<file path="config.mk">
export PLATFORM = sky130hd
export DESIGN_NAME = packet_error_rate_meter_top
export DESIGN_NICKNAME = d
export VERILOG_FILES = /design/src/hdl/perm_pkg.sv /design/src/hdl/packet_error_rate_meter_top.sv /design/src/hdl/perm_front.sv /design/src/hdl/perm_queue.sv /design/src/hdl/perm_back.sv
export SDC_FILE = /design/constraint.sdc
export NUM_CORES = 1
export LEC_CHECK = 0
export BUFFER_PORTS_ARGS = -buffer_cell sky130_fd_sc_hd__buf_2
export CAP_MARGIN = 20
export CORE_UTILIZATION = 50
export CTS_BUF_LIST = sky130_fd_sc_hd__clkbuf_16
export DETAILED_ROUTE_END_ITERATION = 6
export PLACE_DENSITY_LB_ADDON = 0.1
export SETUP_SLACK_MARGIN = 0.3
export SLEW_MARGIN = 20
export SYNTH_ARGS = -nofsm -noshare
export SYNTH_HDL_FRONTEND = slang
export SYNTH_SLANG_ARGS = --single-unit
</file>
<file path="constraint.sdc">
create_clock -name clock -period 8.8 [get_ports clock]
set_clock_uncertainty 0.05 [all_clocks]
set_input_delay 1.76 -clock clock [delete_from_list [all_inputs] [get_ports clock]]
set_output_delay 1.76 -clock clock [all_outputs]
set_load 0.01 [all_outputs]
</file>
<file path="src/hdl/perm_pkg.sv">
`default_nettype none

package perm_pkg;

   localparam int SEQ_W      = 12;
   localparam int SEQ_MODULUS = 4096;
   localparam int COUNT_W    = 13;
   localparam int SPAN_W     = 13;
   localparam int WIN_W      = 13;
   localparam int RATE_W     = 14;
   localparam int PROD_W     = COUNT_W + RATE_W;
   localparam int QUOT_STEPS = RATE_W;
   localparam int STEP_W     = 4;

   localparam logic [RATE_W-1:0]  RATE_SCALE   = 14'd10000;
   localparam logic [COUNT_W-1:0] COUNT_MAX    = 13'h1FFF;
   localparam logic [WIN_W-1:0]   WINDOW_RESET = 13'd100;

   // one closed window, waiting for its rate to be worked out
   typedef struct packed {
      logic [SPAN_W-1:0]  span;
      logic [COUNT_W-1:0] count;
   } perm_entry_type;

   typedef struct packed {
      logic full;
      logic not_empty;
   } perm_queue_status_type;

   typedef enum logic [1:0] {
      BK_IDLE,
      BK_MUL,
      BK_DIV,
      BK_EMIT
   } perm_back_state_type;

endpackage

`default_nettype wire

</file>
<file path="src/hdl/packet_error_rate_meter_top.sv">
// Channel | Dir | Handshake             | Payload
// req     | in  | req_tvalid/req_tready | tdata[11:0] sequence number
// rsp     | out | rsp_tvalid/rsp_tready | tdata error rate, received, spanned
// csr     | in  | csr_valid/csr_ready   | csr_data[12:0] window_length
//
// The front takes one packet per cycle while the queue of closed windows has room.
// A closed window passes through the back as take, multiply, 14 divide steps, emit;
// a clamped window skips the divider. The divider sets the rate.
// Reset is synchronous; window length returns to 100, start and count to zero.
// The result register frees the back as soon as rsp is taken; QUEUE_DEPTH
// windows may wait between front and back before req_tready drops.
`default_nettype none

module packet_error_rate_meter_top #(
   parameter int QUEUE_DEPTH = 4
) (
   input  wire logic        clock,
   input  wire logic        reset,
   input  wire logic        csr_valid,
   output logic             csr_ready,
   input  wire logic [12:0] csr_data,     // window_length
   input  wire logic        req_tvalid,
   output logic             req_tready,
   input  wire logic [15:0] req_tdata,    // [11:0] sequence number, [15:12] zero
   output logic             rsp_tvalid,
   input  wire logic        rsp_tready,
   output logic [39:0]      rsp_tdata     // [13:0] error_rate_hundredths,
                                          // [26:14] packets_received,
                                          // [39:27] packets_spanned
);
   import perm_pkg::*;

   perm_queue_status_type q_status;
   perm_entry_type        q_push_data;
   perm_entry_type        q_pop_data;
   logic                  q_push;
   logic                  q_pop;
   logic [RATE_W-1:0]     error_rate_hundredths;
   logic [COUNT_W-1:0]    packets_received;
   logic [SPAN_W-1:0]     packets_spanned;

   perm_front u_front (
      .clock         (clock),
      .reset         (reset),
      .csr_valid     (csr_valid),
      .csr_ready     (csr_ready),
      .csr_data      (csr_data),
      .req_tvalid    (req_tvalid),
      .req_tready    (req_tready),
      .seq_num       (req_tdata[SEQ_W-1:0]),
      .q_status      (q_status),
      .q_push        (q_push),
      .q_push_data   (q_push_data)
   );

   perm_queue #(
      .DEPTH (QUEUE_DEPTH)
   ) u_queue (
      .clock     (clock),
      .reset     (reset),
      .push      (q_push),
      .push_data (q_push_data),
      .pop       (q_pop),
      .pop_data  (q_pop_data),
      .status    (q_status)
   );

   perm_back u_back (
      .clock                 (clock),
      .reset                 (reset),
      .q_status              (q_status),
      .q_pop_data            (q_pop_data),
      .q_pop                 (q_pop),
      .rsp_tvalid            (rsp_tvalid),
      .rsp_tready            (rsp_tready),
      .error_rate_hundredths (error_rate_hundredths),
      .packets_received      (packets_received),
      .packets_spanned       (packets_spanned)
   );

   assign rsp_tdata = {packets_spanned, packets_received, error_rate_hundredths};

endmodule

`default_nettype wire

</file>
<file path="src/hdl/perm_front.sv">
`default_nettype none

module perm_front (
   input  wire logic                            clock,
   input  wire logic                            reset,
   input  wire logic                            csr_valid,
   output logic                                 csr_ready,
   input  wire logic [perm_pkg::WIN_W-1:0]      csr_data,
   input  wire logic                            req_tvalid,
   output logic                                 req_tready,
   input  wire logic [perm_pkg::SEQ_W-1:0]      seq_num,
   input  wire perm_pkg::perm_queue_status_type q_status,
   output logic                                 q_push,
   output perm_pkg::perm_entry_type             q_push_data
);
   import perm_pkg::*;

   logic [WIN_W-1:0]   window_length_ff, window_length_in;
   logic [SEQ_W-1:0]   window_start_ff, window_start_in;
   logic [COUNT_W-1:0] received_count_ff, received_count_in;

   logic [COUNT_W-1:0] count_inc;
   logic [SEQ_W-1:0]   seq_diff;
   logic [SPAN_W-1:0]  span;
   logic               closing;
   logic               accept;

   assign csr_ready  = 1'b1;
   assign req_tready = !q_status.full;
   assign accept     = req_tvalid && req_tready;

   assign count_inc = (received_count_ff == COUNT_MAX) ? received_count_ff
                                                       : received_count_ff + 1'b1;
   assign seq_diff  = seq_num - window_start_ff;
   assign span      = {{(SPAN_W-SEQ_W){1'b0}}, seq_diff} + 1'b1;
   assign closing   = (span >= window_length_ff);

   assign q_push            = accept && closing;
   assign q_push_data.span  = span;
   assign q_push_data.count = count_inc;

   always_comb begin
      window_length_in  = window_length_ff;
      window_start_in   = window_start_ff;
      received_count_in = received_count_ff;
      if (csr_valid && csr_ready) begin
         window_length_in = csr_data;
      end
      if (accept) begin
         if (closing) begin
            window_start_in   = seq_num + 1'b1;
            received_count_in = '0;
         end else begin
            received_count_in = count_inc;
         end
      end
   end

   always_ff @(posedge clock) begin
      if (reset) begin
         window_length_ff  <= WINDOW_RESET;
         window_start_ff   <= '0;
         received_count_ff <= '0;
      end else begin
         window_length_ff  <= window_length_in;
         window_start_ff   <= window_start_in;
         received_count_ff <= received_count_in;
      end
   end

endmodule

`default_nettype wire

</file>
<file path="src/hdl/perm_queue.sv">
`default_nettype none

module perm_queue #(
   parameter int DEPTH = 4
) (
   input  wire logic                             clock,
   input  wire logic                             reset,
   input  wire logic                             push,
   input  wire perm_pkg::perm_entry_type         push_data,
   input  wire logic                             pop,
   output perm_pkg::perm_entry_type              pop_data,
   output perm_pkg::perm_queue_status_type       status
);
   import perm_pkg::*;

   localparam int AW = (DEPTH > 1) ? $clog2(DEPTH) : 1;
   localparam int CW = $clog2(DEPTH + 1);

   perm_entry_type  mem_ff [DEPTH];
   logic [AW-1:0]   wr_ptr_ff, wr_ptr_in;
   logic [AW-1:0]   rd_ptr_ff, rd_ptr_in;
   logic [CW-1:0]   fill_ff, fill_in;
   logic            do_push, do_pop;

   assign status.full      = (fill_ff == CW'(DEPTH));
   assign status.not_empty = (fill_ff != '0);
   assign do_push          = push && !status.full;
   assign do_pop           = pop && status.not_empty;
   assign pop_data         = mem_ff[rd_ptr_ff];

   always_comb begin
      wr_ptr_in = wr_ptr_ff;
      rd_ptr_in = rd_ptr_ff;
      fill_in   = fill_ff;
      if (do_push) begin
         wr_ptr_in = (wr_ptr_ff == AW'(DEPTH-1)) ? '0 : wr_ptr_ff + 1'b1;
      end
      if (do_pop) begin
         rd_ptr_in = (rd_ptr_ff == AW'(DEPTH-1)) ? '0 : rd_ptr_ff + 1'b1;
      end
      if (do_push && !do_pop) begin
         fill_in = fill_ff + 1'b1;
      end else if (do_pop && !do_push) begin
         fill_in = fill_ff - 1'b1;
      end
   end

   always_ff @(posedge clock) begin
      if (reset) begin
         wr_ptr_ff <= '0;
         rd_ptr_ff <= '0;
         fill_ff   <= '0;
      end else begin
         wr_ptr_ff <= wr_ptr_in;
         rd_ptr_ff <= rd_ptr_in;
         fill_ff   <= fill_in;
      end
   end

   always_ff @(posedge clock) begin
      if (do_push) begin
         mem_ff[wr_ptr_ff] <= push_data;
      end
   end

   a_fill_bounded: assert property (@(posedge clock) disable iff (reset)
      fill_ff <= CW'(DEPTH))
      else $error("queue fill above depth");

   // front must hold off when the queue is full
   a_no_push_full: assert property (@(posedge clock) disable iff (reset)
      status.full |-> !push)
      else $error("push into full queue");

endmodule

`default_nettype wire

</file>
<file path="src/hdl/perm_back.sv">
`default_nettype none

module perm_back (
   input  wire logic                             clock,
   input  wire logic                             reset,
   input  wire perm_pkg::perm_queue_status_type  q_status,
   input  wire perm_pkg::perm_entry_type         q_pop_data,
   output logic                                  q_pop,
   output logic                                  rsp_tvalid,
   input  wire logic                             rsp_tready,
   output logic [perm_pkg::RATE_W-1:0]           error_rate_hundredths,
   output logic [perm_pkg::COUNT_W-1:0]          packets_received,
   output logic [perm_pkg::SPAN_W-1:0]           packets_spanned
);
   import perm_pkg::*;

   perm_back_state_type state_ff, state_in;

   logic [COUNT_W-1:0] count_ff;
   logic [SPAN_W-1:0]  span_ff;
   logic [PROD_W-1:0]  rem_ff, rem_in;
   logic [PROD_W-1:0]  dsh_ff, dsh_in;
   logic [RATE_W-1:0]  quot_ff, quot_in;
   logic [STEP_W-1:0]  step_ff, step_in;
   logic               clamp_ff, clamp_in;

   logic               rsp_valid_ff, rsp_valid_in;
   logic [RATE_W-1:0]  rate_ff;
   logic [COUNT_W-1:0] rcv_ff;
   logic [SPAN_W-1:0]  spn_ff;

   logic               take;
   logic               load_out;
   logic               fits;
   logic               out_free;

   assign out_free = !rsp_valid_ff || rsp_tready;
   assign fits     = (rem_ff >= dsh_ff);

   // next state
   always_comb begin
      state_in = state_ff;
      unique case (state_ff)
         BK_IDLE: if (q_status.not_empty) state_in = BK_MUL;
         BK_MUL:  state_in = (count_ff >= span_ff) ? BK_EMIT : BK_DIV;
         BK_DIV:  if (step_ff == STEP_W'(QUOT_STEPS-1)) state_in = BK_EMIT;
         BK_EMIT: if (out_free) state_in = BK_IDLE;
         default: state_in = BK_IDLE;
      endcase
   end

   // outputs of the sequencer
   always_comb begin
      take     = 1'b0;
      load_out = 1'b0;
      unique case (state_ff)
         BK_IDLE: take = q_status.not_empty;
         BK_MUL:  ;
         BK_DIV:  ;
         BK_EMIT: load_out = out_free;
         default: ;
      endcase
   end

   assign q_pop = take;

   // shift-subtract divider: count < span keeps the quotient under 2**RATE_W
   always_comb begin
      rem_in   = rem_ff;
      dsh_in   = dsh_ff;
      quot_in  = quot_ff;
      step_in  = step_ff;
      clamp_in = clamp_ff;
      unique case (state_ff)
         BK_MUL: begin
            rem_in   = PROD_W'(count_ff) * PROD_W'(RATE_SCALE);
            dsh_in   = PROD_W'(span_ff) << (QUOT_STEPS - 1);
            quot_in  = '0;
            step_in  = '0;
            clamp_in = (count_ff >= span_ff);
         end
         BK_DIV: begin
            if (fits) begin
               rem_in = rem_ff - dsh_ff;
            end
            dsh_in  = dsh_ff >> 1;
            quot_in = {quot_ff[RATE_W-2:0], fits};
            step_in = step_ff + 1'b1;
         end
         default: ;
      endcase
   end

   assign rsp_valid_in = load_out ? 1'b1 : (rsp_tready ? 1'b0 : rsp_valid_ff);

   always_ff @(posedge clock) begin
      if (reset) begin
         state_ff     <= BK_IDLE;
         rsp_valid_ff <= 1'b0;
      end else begin
         state_ff     <= state_in;
         rsp_valid_ff <= rsp_valid_in;
      end
   end

   always_ff @(posedge clock) begin
      if (take) begin
         count_ff <= q_pop_data.count;
         span_ff  <= q_pop_data.span;
      end
      rem_ff   <= rem_in;
      dsh_ff   <= dsh_in;
      quot_ff  <= quot_in;
      step_ff  <= step_in;
      clamp_ff <= clamp_in;
      if (load_out) begin
         rate_ff <= clamp_ff ? '0 : RATE_SCALE - quot_ff;
         rcv_ff  <= count_ff;
         spn_ff  <= span_ff;
      end
   end

   assign rsp_tvalid            = rsp_valid_ff;
   assign error_rate_hundredths = rate_ff;
   assign packets_received      = rcv_ff;
   assign packets_spanned       = spn_ff;

   a_rate_range: assert property (@(posedge clock) disable iff (reset)
      rsp_valid_ff |-> (rate_ff <= RATE_SCALE))
      else $error("rate above full scale");

   // divider never runs past its last quotient bit
   a_step_bound: assert property (@(posedge clock) disable iff (reset)
      (state_ff == BK_DIV) |-> (step_ff < STEP_W'(QUOT_STEPS)))
      else $error("divider step overrun");

endmodule

`default_nettype wire
</file>
Yosys cells after proc, flatten, opt, wreduce, memory -nomap -nowiden
Memories as Yosys holds them, arrays and structs flattened. A register that Yosys moved wholly into a read port is not among the register bits.
Cells that the tools add are included.
- register bits after elaboration: 161
- RAM bits: 104
- input bits: 34
- output and inout bits: 43
- word-level logic and storage cells: 85
- memories: 1
- memories (name ; words ; width ; rd ports ; clocked after memory_dff ; write ports ; line ; text):
    u_queue.mem_ff ; 4 ; 26 ; 1 ; 1 ; 1 ; perm_queue.sv:19 ; perm_entry_type mem_ff [DEPTH];
- $add $sub $neg: 11
- multipliers: 1
- order comparisons: 3
- eq/ne operators: 12
- multiplexer cells: 22
- reductions and logical operators: 19
- operator list (cell ; count):
    case mux 27 bit (2 select lines) ; 2
    case mux 14 bit (2 select lines) ; 1
    greater-or-equal comparator 27 bit ; 1
    2-to-1 mux 27 bit ; 1
    subtractor 27 bit ; 1
    greater-or-equal comparator 13 bit ; 2
    2-to-1 mux 13 bit ; 2
    multiplier 13 x 10 -> 23 bit, second input constant ; 1
    subtractor 14 bit, first input constant ; 1
    adder 12 x 1 -> 13 bit, second input constant ; 1
    adder 13 x 1 -> 13 bit, second input constant ; 1
    == test 13 bit, second input constant ; 1
    adder 12 x 1 -> 12 bit, second input constant ; 1
    subtractor 12 bit ; 1
    2-to-1 mux 2 bit ; 5
    == test 2 bit, second input constant ; 4
    inequality test 2 x 1 -> 1 bit, second input constant ; 4
    case mux 2 bit (4 select lines) ; 1
    case mux 4 bit (2 select lines) ; 1
    2-to-1 mux 1 bit ; 7
    logical AND 1 bit ; 6
    2-to-1 mux 3 bit ; 2
    nonzero test 2 bit ; 3
    adder 2 x 1 -> 2 bit, second input constant ; 2
    other kinds (12) ; 16

Logic depth before layout (Yosys ltp)
Gate-level depths: netlist of run 1.
- word-level depth: 9
- mapped depth: 22
- gate-level depth less buffers: 21

By module
Synthesis of run 1 repeated with hierarchy kept, for this count alone.
- cells, all modules: 1343
- area total of the unflattened synthesis: 16131.7 sq um
- by module, submodules not included (module ; times used ; cells each ; area an instance (sq um) ; sequential area each (sq um)):
    perm_back ; 1 ; 807 ; 8986.1 ; 4204.0
    perm_queue ; 1 ; 186 ; 4256.6 ; 3303.2
    perm_front ; 1 ; 350 ; 2889.0 ; 760.7

Worst setup path before layout of run 1
OpenSTA, ideal clock, no wires.
- path type: input to register
- start point: input port req_tdata[0]
- end point: register u_queue.fill_ff[2]
- setup time: 0.071 ns
- arrival time: 6.221 ns
- required time: 8.679 ns
- setup slack: 2.458 ns
- stages on the path: 21
- buffers on the path: 1
- cell sequence: inv_1 -> ha_1 -> fa_1 -> and2b_2 -> o2111ai_1 -> a21oi_1 -> xnor2_1 -> nor3_2 -> nand4_1 -> xnor2_1 -> ha_1 -> a2111oi_0 -> and2_1 -> nor4_2 -> clkbuf_1 -> ha_1 -> inv_1 -> fa_1 -> xor2_1 -> or3_1 -> a21oi_1
- RTL lines (item ; line ; text):
    start, declared ; packet_error_rate_meter_top.sv:24 ; input wire logic [15:0] req_tdata,
    end signal, assigned ; perm_queue.sv:56 ; fill_ff <= fill_in;
    end, declared ; perm_queue.sv:22 ; logic [CW-1:0] fill_ff, fill_in;

==> results of run 1 <==
final cells by class:
| cell class | count | share of cell area [%] |
|---|---|---|
| timing repair buffer | 81 | 2.38 |
| multi-input combinational | 882 | 40.0 |
| clock buffer | 34 | 4.70 |
| clock inverter | 26 | 1.26 |
| inverter | 169 | 3.50 |
| tap | 402 | 2.78 |
| sequential | 290 | 45.4 |
metrics by stage:
stage | util, % | setup slack (ns) | hold slack, ns | instance area (sq um) | std cells
finish | 57.1 | 2.41 | 0.396 | 18100 | 1884
global route | 57.1 | 1.99 | 0.428 | 18100 | 1884
CTS | 57.1 | 2.42 | 0.403 | 18100 | 1884
detailed placement | 53.7 | 1.89 | 0.396 | 17000 | 1824
global placement | 53.7 | 1.91 | 0.392 | 17000 | 1824
floorplan | - | 2.46 | 0.376 | 16200 | 1380
registers in the layout (all words and copies together) (netlist names), 4 cells and up:
signal and flops:
u_queue.mem_ff 104, u_back.rem_ff 27, u_back.dsh_ff 26, u_back.error_rate_hundredths 14
u_back.quot_ff 14, u_back.count_ff 13, u_back.packets_received 13, u_back.packets_spanned 13
u_back.span_ff 13, u_front.received_count_ff 13, u_front.window_length_ff 13, u_front.window_start_ff 12
u_back.step_ff 4
cell families (layout without fill, tap and decap cells):
logic type                 Yosys count  after routing
and+or+nand+nor                    332            332
xor gates and xnor gates            79             79
muxes                               48             48
other                                1              1
DFF                                290            290
adders and majority gates          170            170
AOI/OAI and AO/OA                  252            252
buffers and inverters              208            310
worst paths after layout:
check / startpoint / end / slack, ns / cells past startpoint
min: u_back.span_ff[2] / u_back.packets_spanned[2] / 0.40 / 0
max reg2reg: u_front.window_start_ff[0] / u_queue.fill_ff[2] / 3.53 / 20
max: req_tdata[0] / u_queue.fill_ff[2] / 2.41 / 22
min reg2reg: u_back.span_ff[2] / u_back.packets_spanned[2] / 0.40 / 0
critical path: stages:
cell       delay (ns)
buf_2            0.11
inv_1            0.05
ha_1             0.24
fa_1             0.44
and2b_2          0.26
o2111ai_1        0.15
a21oi_1          0.31
xnor2_1          0.16
nor3_2           0.29
nand4_1          0.16
xnor2_1          0.42
ha_1             0.33
a2111oi_0        0.51
o211ai_1         0.16
a21oi_1          0.34
nor4_4           0.10
ha_1             0.23
inv_1            0.07
fa_1             0.17
xor2_1           0.08
or3_1            0.30
a21oi_1          0.14
cells in the final DEF (no fill, tap or decap), types with 29 or more instances in the layout:
cell	instances
fa_1	29
buf_2	71
edfxtp_1	242
a21oi_1	56
ha_1	139
nand2_1	61
clkbuf_16	34
o21ai_0	47
xnor2_1	46
dfxtp_1	47
xor2_1	33
inv_1	174
nor2_1	109
cells in the mapped netlist, drive strengths merged (21+ instances only):
cell type	instances	area, sq um
mux4	26	586
clkbuf	29	109
xor2	33	289
a21oi	57	289
xnor2	46	403
dfxtp	48	961
nand2	61	229
edfxtp	242	7270
fa	29	581
nor3	27	140
ha	141	1760
nand3	25	125
and2	21	131
inv	169	634
a21o	25	188
nor2	109	409
o21ai	49	245
layer usage:
layer | global-route usage [%] | share of wire (%) | vias to the layer above
met2 | 34.4 | 49 | 167
met4 | 5.71 | 2.2 | 0
met5 | 0 | 0 | -
li1 | - | - | 5160
met3 | 2.69 | 3.0 | 48
met1 | 26.5 | 46 | 5036
==> impl_metrics.csv, run 1 <==
group,metric,value,unit
synthesis,synth_cell_type_count,77,
placement,dp_hpwl,23.1,mm
timing,setup_violations,0,
timing,period_minus_slack,6.39,ns
clocking,cts_setup_buffers,0,
synthesis,synth_edf_count,242,
timing,rsz0062_at_grt,"false",
layout,area_growth_syn_to_layout,11.7,%
global_route,antenna_found_initial,0,
synthesis,synth_cells,1380,
timing,fmax,157,MHz
clocking,cts_tree,"done",
floorplanning,placementRows,65,
clocking,cts_buffers,34,
min_path,hold_path_class,"reg2reg",
global_route,grt_pass1_vias,10200,
job,cap_violations,0,
timing,relSlewSlack,27.2,%
setup_path,cp.arrival,6.77,ns
synthesis,yosysSeqAreaShare,50.7,%
clocking,htreeDepth,2,
layout,n_fill_cell,2698,
route,detail-route-antenna-nets,0,
setup_path,critPathKind,"in2reg",
clocking,clock-sinks,290,
global_route,grt_pass1_wl,52.4,mm
timing,tns,0,ns
layout,register_area,0.00823,sq mm
synthesis,synthFlopType,"edfxtp_1",
clocking,hold_buffers,0,
timing,worst_pin_slew,1.09,ns
route,drcViolationCount,0,
synthesis,syn_nets,1584,
synthesis,synth_xor_xnor_area_share,4.26,%
layout,multi_input_area,0.00724,sq mm
synthesis,synth.avg_cell_area,11.8,sq um
route,firstDrtPassIters,4,
synthesis,synth_area,0.0162,sq mm
clocking,post_cts_resized,0,
layout,nNetsFinal,1662,
placement,routabilityCongestion,0.845,
setup_path,worstSetupStartpointType,"input pin",
global_route,grt.total_usage,20.0,%
layout,drive_above_1_share,12.6,%
floorplanning,initial_core_util,51.2,%
timing,finalCritPeriodShare,72.6,%
synthesis,synthArstFlopShare,0,%
synthesis,synth-simple-area-share,10.2,%
floorplanning,num_io_pins,77,
layout,diodes,0,
route,via_per_inst,5.53,
global_route,grt-ovfl-total,0,
synthesis,ys_seq_elements,290,
floorplanning,core_area,0.0317,sq mm
route,wl,32.3,mm
floorplanning,die_y,182,um
route,drtIter0Drc,562,
floorplanning,die_w,182,um
synthesis,synth_top_family_by_area,"adder cells",
synthesis,synthMuxAreaShare,5.01,%
route,vias,10400,
setup_path,worst_setup_path_end_kind,"flip-flop",
setup_path,cp_max_fo,5,
synthesis,yosysWarnings,0,
outcome,outcome,"completed",
route,wl_per_cell,17.1,um
clocking,insertion_delay,0.52,ns
global_route,grt_max_degree,65,
placement,io_buffers,71,
clocking,clkTransAtPathRegs,0.06,ns
floorplanning,die_area,0.0332,sq mm
synthesis,synth_fa_ha_area_share,14.4,%
clocking,clock_path_buffers,3,
timing,drv_slew,0,
clocking,root_buffer,"clkbuf_16",
timing,hold_viol,0,
synthesis,synth-compound-area-share,10.5,%
setup_path,crit_required,9.19,ns
Power of run 1 is not shown: default switching activity piles up to over one toggle a cycle in this logic, so the estimate is an artifact.
==> run 2: changes to the inputs <==
==> constraint.sdc (replaced) <==
create_clock -name clock -period 6.6 [get_ports clock]
set_clock_uncertainty 0.05 [all_clocks]
set_input_delay 1.32 -clock clock [delete_from_list [all_inputs] [get_ports clock]]
set_output_delay 1.32 -clock clock [all_outputs]
set_load 0.01 [all_outputs]
==> run 2 against run 1 <==
Effect of this change: setup slack worse by 1.5 ns; critical path depth unchanged; highest routed layer unchanged; clock-buffer cell count up 1; register-to-register slack worse by 2.0 ns.
==> impl_metrics.csv, run 2 (synthesis results as in run 1) <==
group,metric,value,unit
global_route,grt_pass1_wl,53.2,mm
setup_path,worstSetupStartpointType,"input pin",
min_path,hold_path_class,"reg2reg",
layout,drive_above_1_share,12.8,%
placement,routabilityCongestion,0.882,
route,drtIter0Drc,622,
setup_path,crit_required,6.98,ns
clocking,hold_buffers,0,
clocking,htreeDepth,2,
layout,regMostFlops,"u_queue.mem_ff",
setup_path,slowest_stage,"a2111oi_0",
route,via_per_inst,5.52,
floorplanning,die_w,182,um
timing,rsz0062_at_grt,"false",
clocking,insertion_delay,0.50,ns
floorplanning,die_y,182,um
clocking,cts_tree,"done",
timing,finalCritPeriodShare,87.0,%
setup_path,cp.arrival,6.12,ns
layout,fin_area,0.0183,sq mm
placement,dp_hpwl,23.3,mm
route,firstDrtPassIters,5,
clocking,clkTransAtPathRegs,0.06,ns
layout,nNetsFinal,1667,
floorplanning,die_area,0.0332,sq mm
floorplanning,num_io_pins,77,
layout,fin_cells,1890,
floorplanning,initial_core_util,51.2,%
layout,diodes,0,
layout,final_common_cell,"edfxtp_1",
timing,period_minus_slack,5.74,ns
layout,reg_top3,"u_queue.mem_ff: 104 flops, u_back.rem_ff: 27 flops, u_back.dsh_ff: 26 flops",
global_route,grt_max_degree,65,
job,cap_violations,0,
placement,place_area,0.0171,sq mm
floorplanning,core_area,0.0317,sq mm
setup_path,max_stage_delay,0.51,ns
layout,area_growth_syn_to_layout,12.5,%
placement,io_buffers,71,
clocking,clock-sinks,290,
timing,tns,0,ns
timing,worst_pin_slew,0.967,ns
timing,hold_viol,0,
setup_path,cp_max_fo,4,
timing,setup_violations,0,
timing,relSlewSlack,35.5,%
min_path,holdPathEnd,"u_back.packets_spanned[4]",
setup_path,path_cells,"buf_2, inv_1, ha_1, fa_1, and2b_2, o2111ai_1, a21oi_1, xnor2_1, nor3_2, nand4_1, xnor2_1, ha_1, a2111oi_0, o211ai_1, a21oi_1, nor4_4, ha_1, inv_1, fa_1, xor2_1, or3_1, a21oi_1",
min_path,min_path_cells,0,
global_route,grt_pass1_vias,10200,
layout,layout_common_cells,"edfxtp_1, inv_1, ha_1",
placement,dp_cells,1828,
layout,n_fill_cell,2639,
route,wl_per_cell,17.3,um
timing,drv_slew,0,
min_path,min_from,"u_back.span_ff[4]",
setup_path,r2r_end,"u_back.rem_ff[26]",
global_route,antenna_found_initial,0,
route,vias,10400,
setup_path,worst_setup_path_end_kind,"flip-flop",
clocking,cts_buffers,35,
setup_path,r2r-start,"u_back.count_ff[7]",
setup_path,critPathKind,"in2reg",
setup_path,r2r_cells,17,
outcome,outcome,"completed",
clocking,cts_setup_buffers,0,
route,detail-route-antenna-nets,0,
layout,largest_register_ffs,104,
global_route,grt-ovfl-total,0,
route,drcViolationCount,0,
floorplanning,placementRows,65,
route,wl,32.7,mm
global_route,grt.total_usage,20.3,%
clocking,post_cts_resized,0,
clocking,clock_path_buffers,3,
timing,fmax,174,MHz
clocking,root_buffer,"clkbuf_16",
setup_path,r2r_slack,1.51,ns
[run 2: cell count changes in the layout (fill, tap and decap cells not counted), moves of 2 or more]
cell | previous run | this run
buf_12 | 0 | 3
bufinv_16 | 2 | 5
clkinv_2 | 6 | 4
clkinv_8 | 2 | 0
inv_1 | 174 | 176
[run 2: worst max-delay path: cells and delay by family]
family	cells	cell delay, ns
fa+ha+maj	5	1.37
xor+xnor	3	0.47
buf+inv	3	0.23
simple gates	5	1.11
compound gates	6	1.60
[run 2: layer usage]
layer | global-route usage, % | share of wire, %
met5 | 0 | 0
met4 | 6.52 | 2.5
met3 | 3.03 | 4.0
met2 | 34.7 | 48
met1 | 26.7 | 45
[run 2: through the flow]
| stage | setup slack, ns | hold slack, ns | utilization [%] |
|---|---|---|---|
| after floorplan | 0.698 | 0.376 | - |
| after global placement | 0.315 | 0.388 | 53.9 |
| after detailed placement | 0.289 | 0.400 | 53.9 |
| after CTS | 0.806 | 0.416 | 57.5 |
| after global routing | 0.395 | 0.430 | 57.6 |
| final | 0.861 | 0.409 | 57.6 |
[run 2: worst max path at each step]
stage            startpoint                 end  slack [ns]  cells after the start
2_1_floorplan  req_tdata[0]  u_queue.fill_ff[2]        0.70                     21
5_1_grt        req_tdata[0]  u_queue.fill_ff[2]        0.39                     22
3_3_place_gp   req_tdata[0]  u_queue.fill_ff[2]        0.31                     22
4_1_cts        req_tdata[0]  u_queue.fill_ff[2]        0.81                     22
3_5_place_dp   req_tdata[0]  u_queue.fill_ff[2]        0.29                     22
6_report       req_tdata[0]  u_queue.fill_ff[2]        0.86                     22
[run 2: cell type report]
class	instances	area (sq um)	area share, %
flip-flops and latches	290	8230	45.1
multi-input cells	882	7250	39.7
clock buffers	35	876	4.80
inverters	169	634	3.48
well taps	402	503	2.76
repair buffers	85	498	2.73
clock inverters	27	259	1.42
Power of run 2 is left out for the same reason.
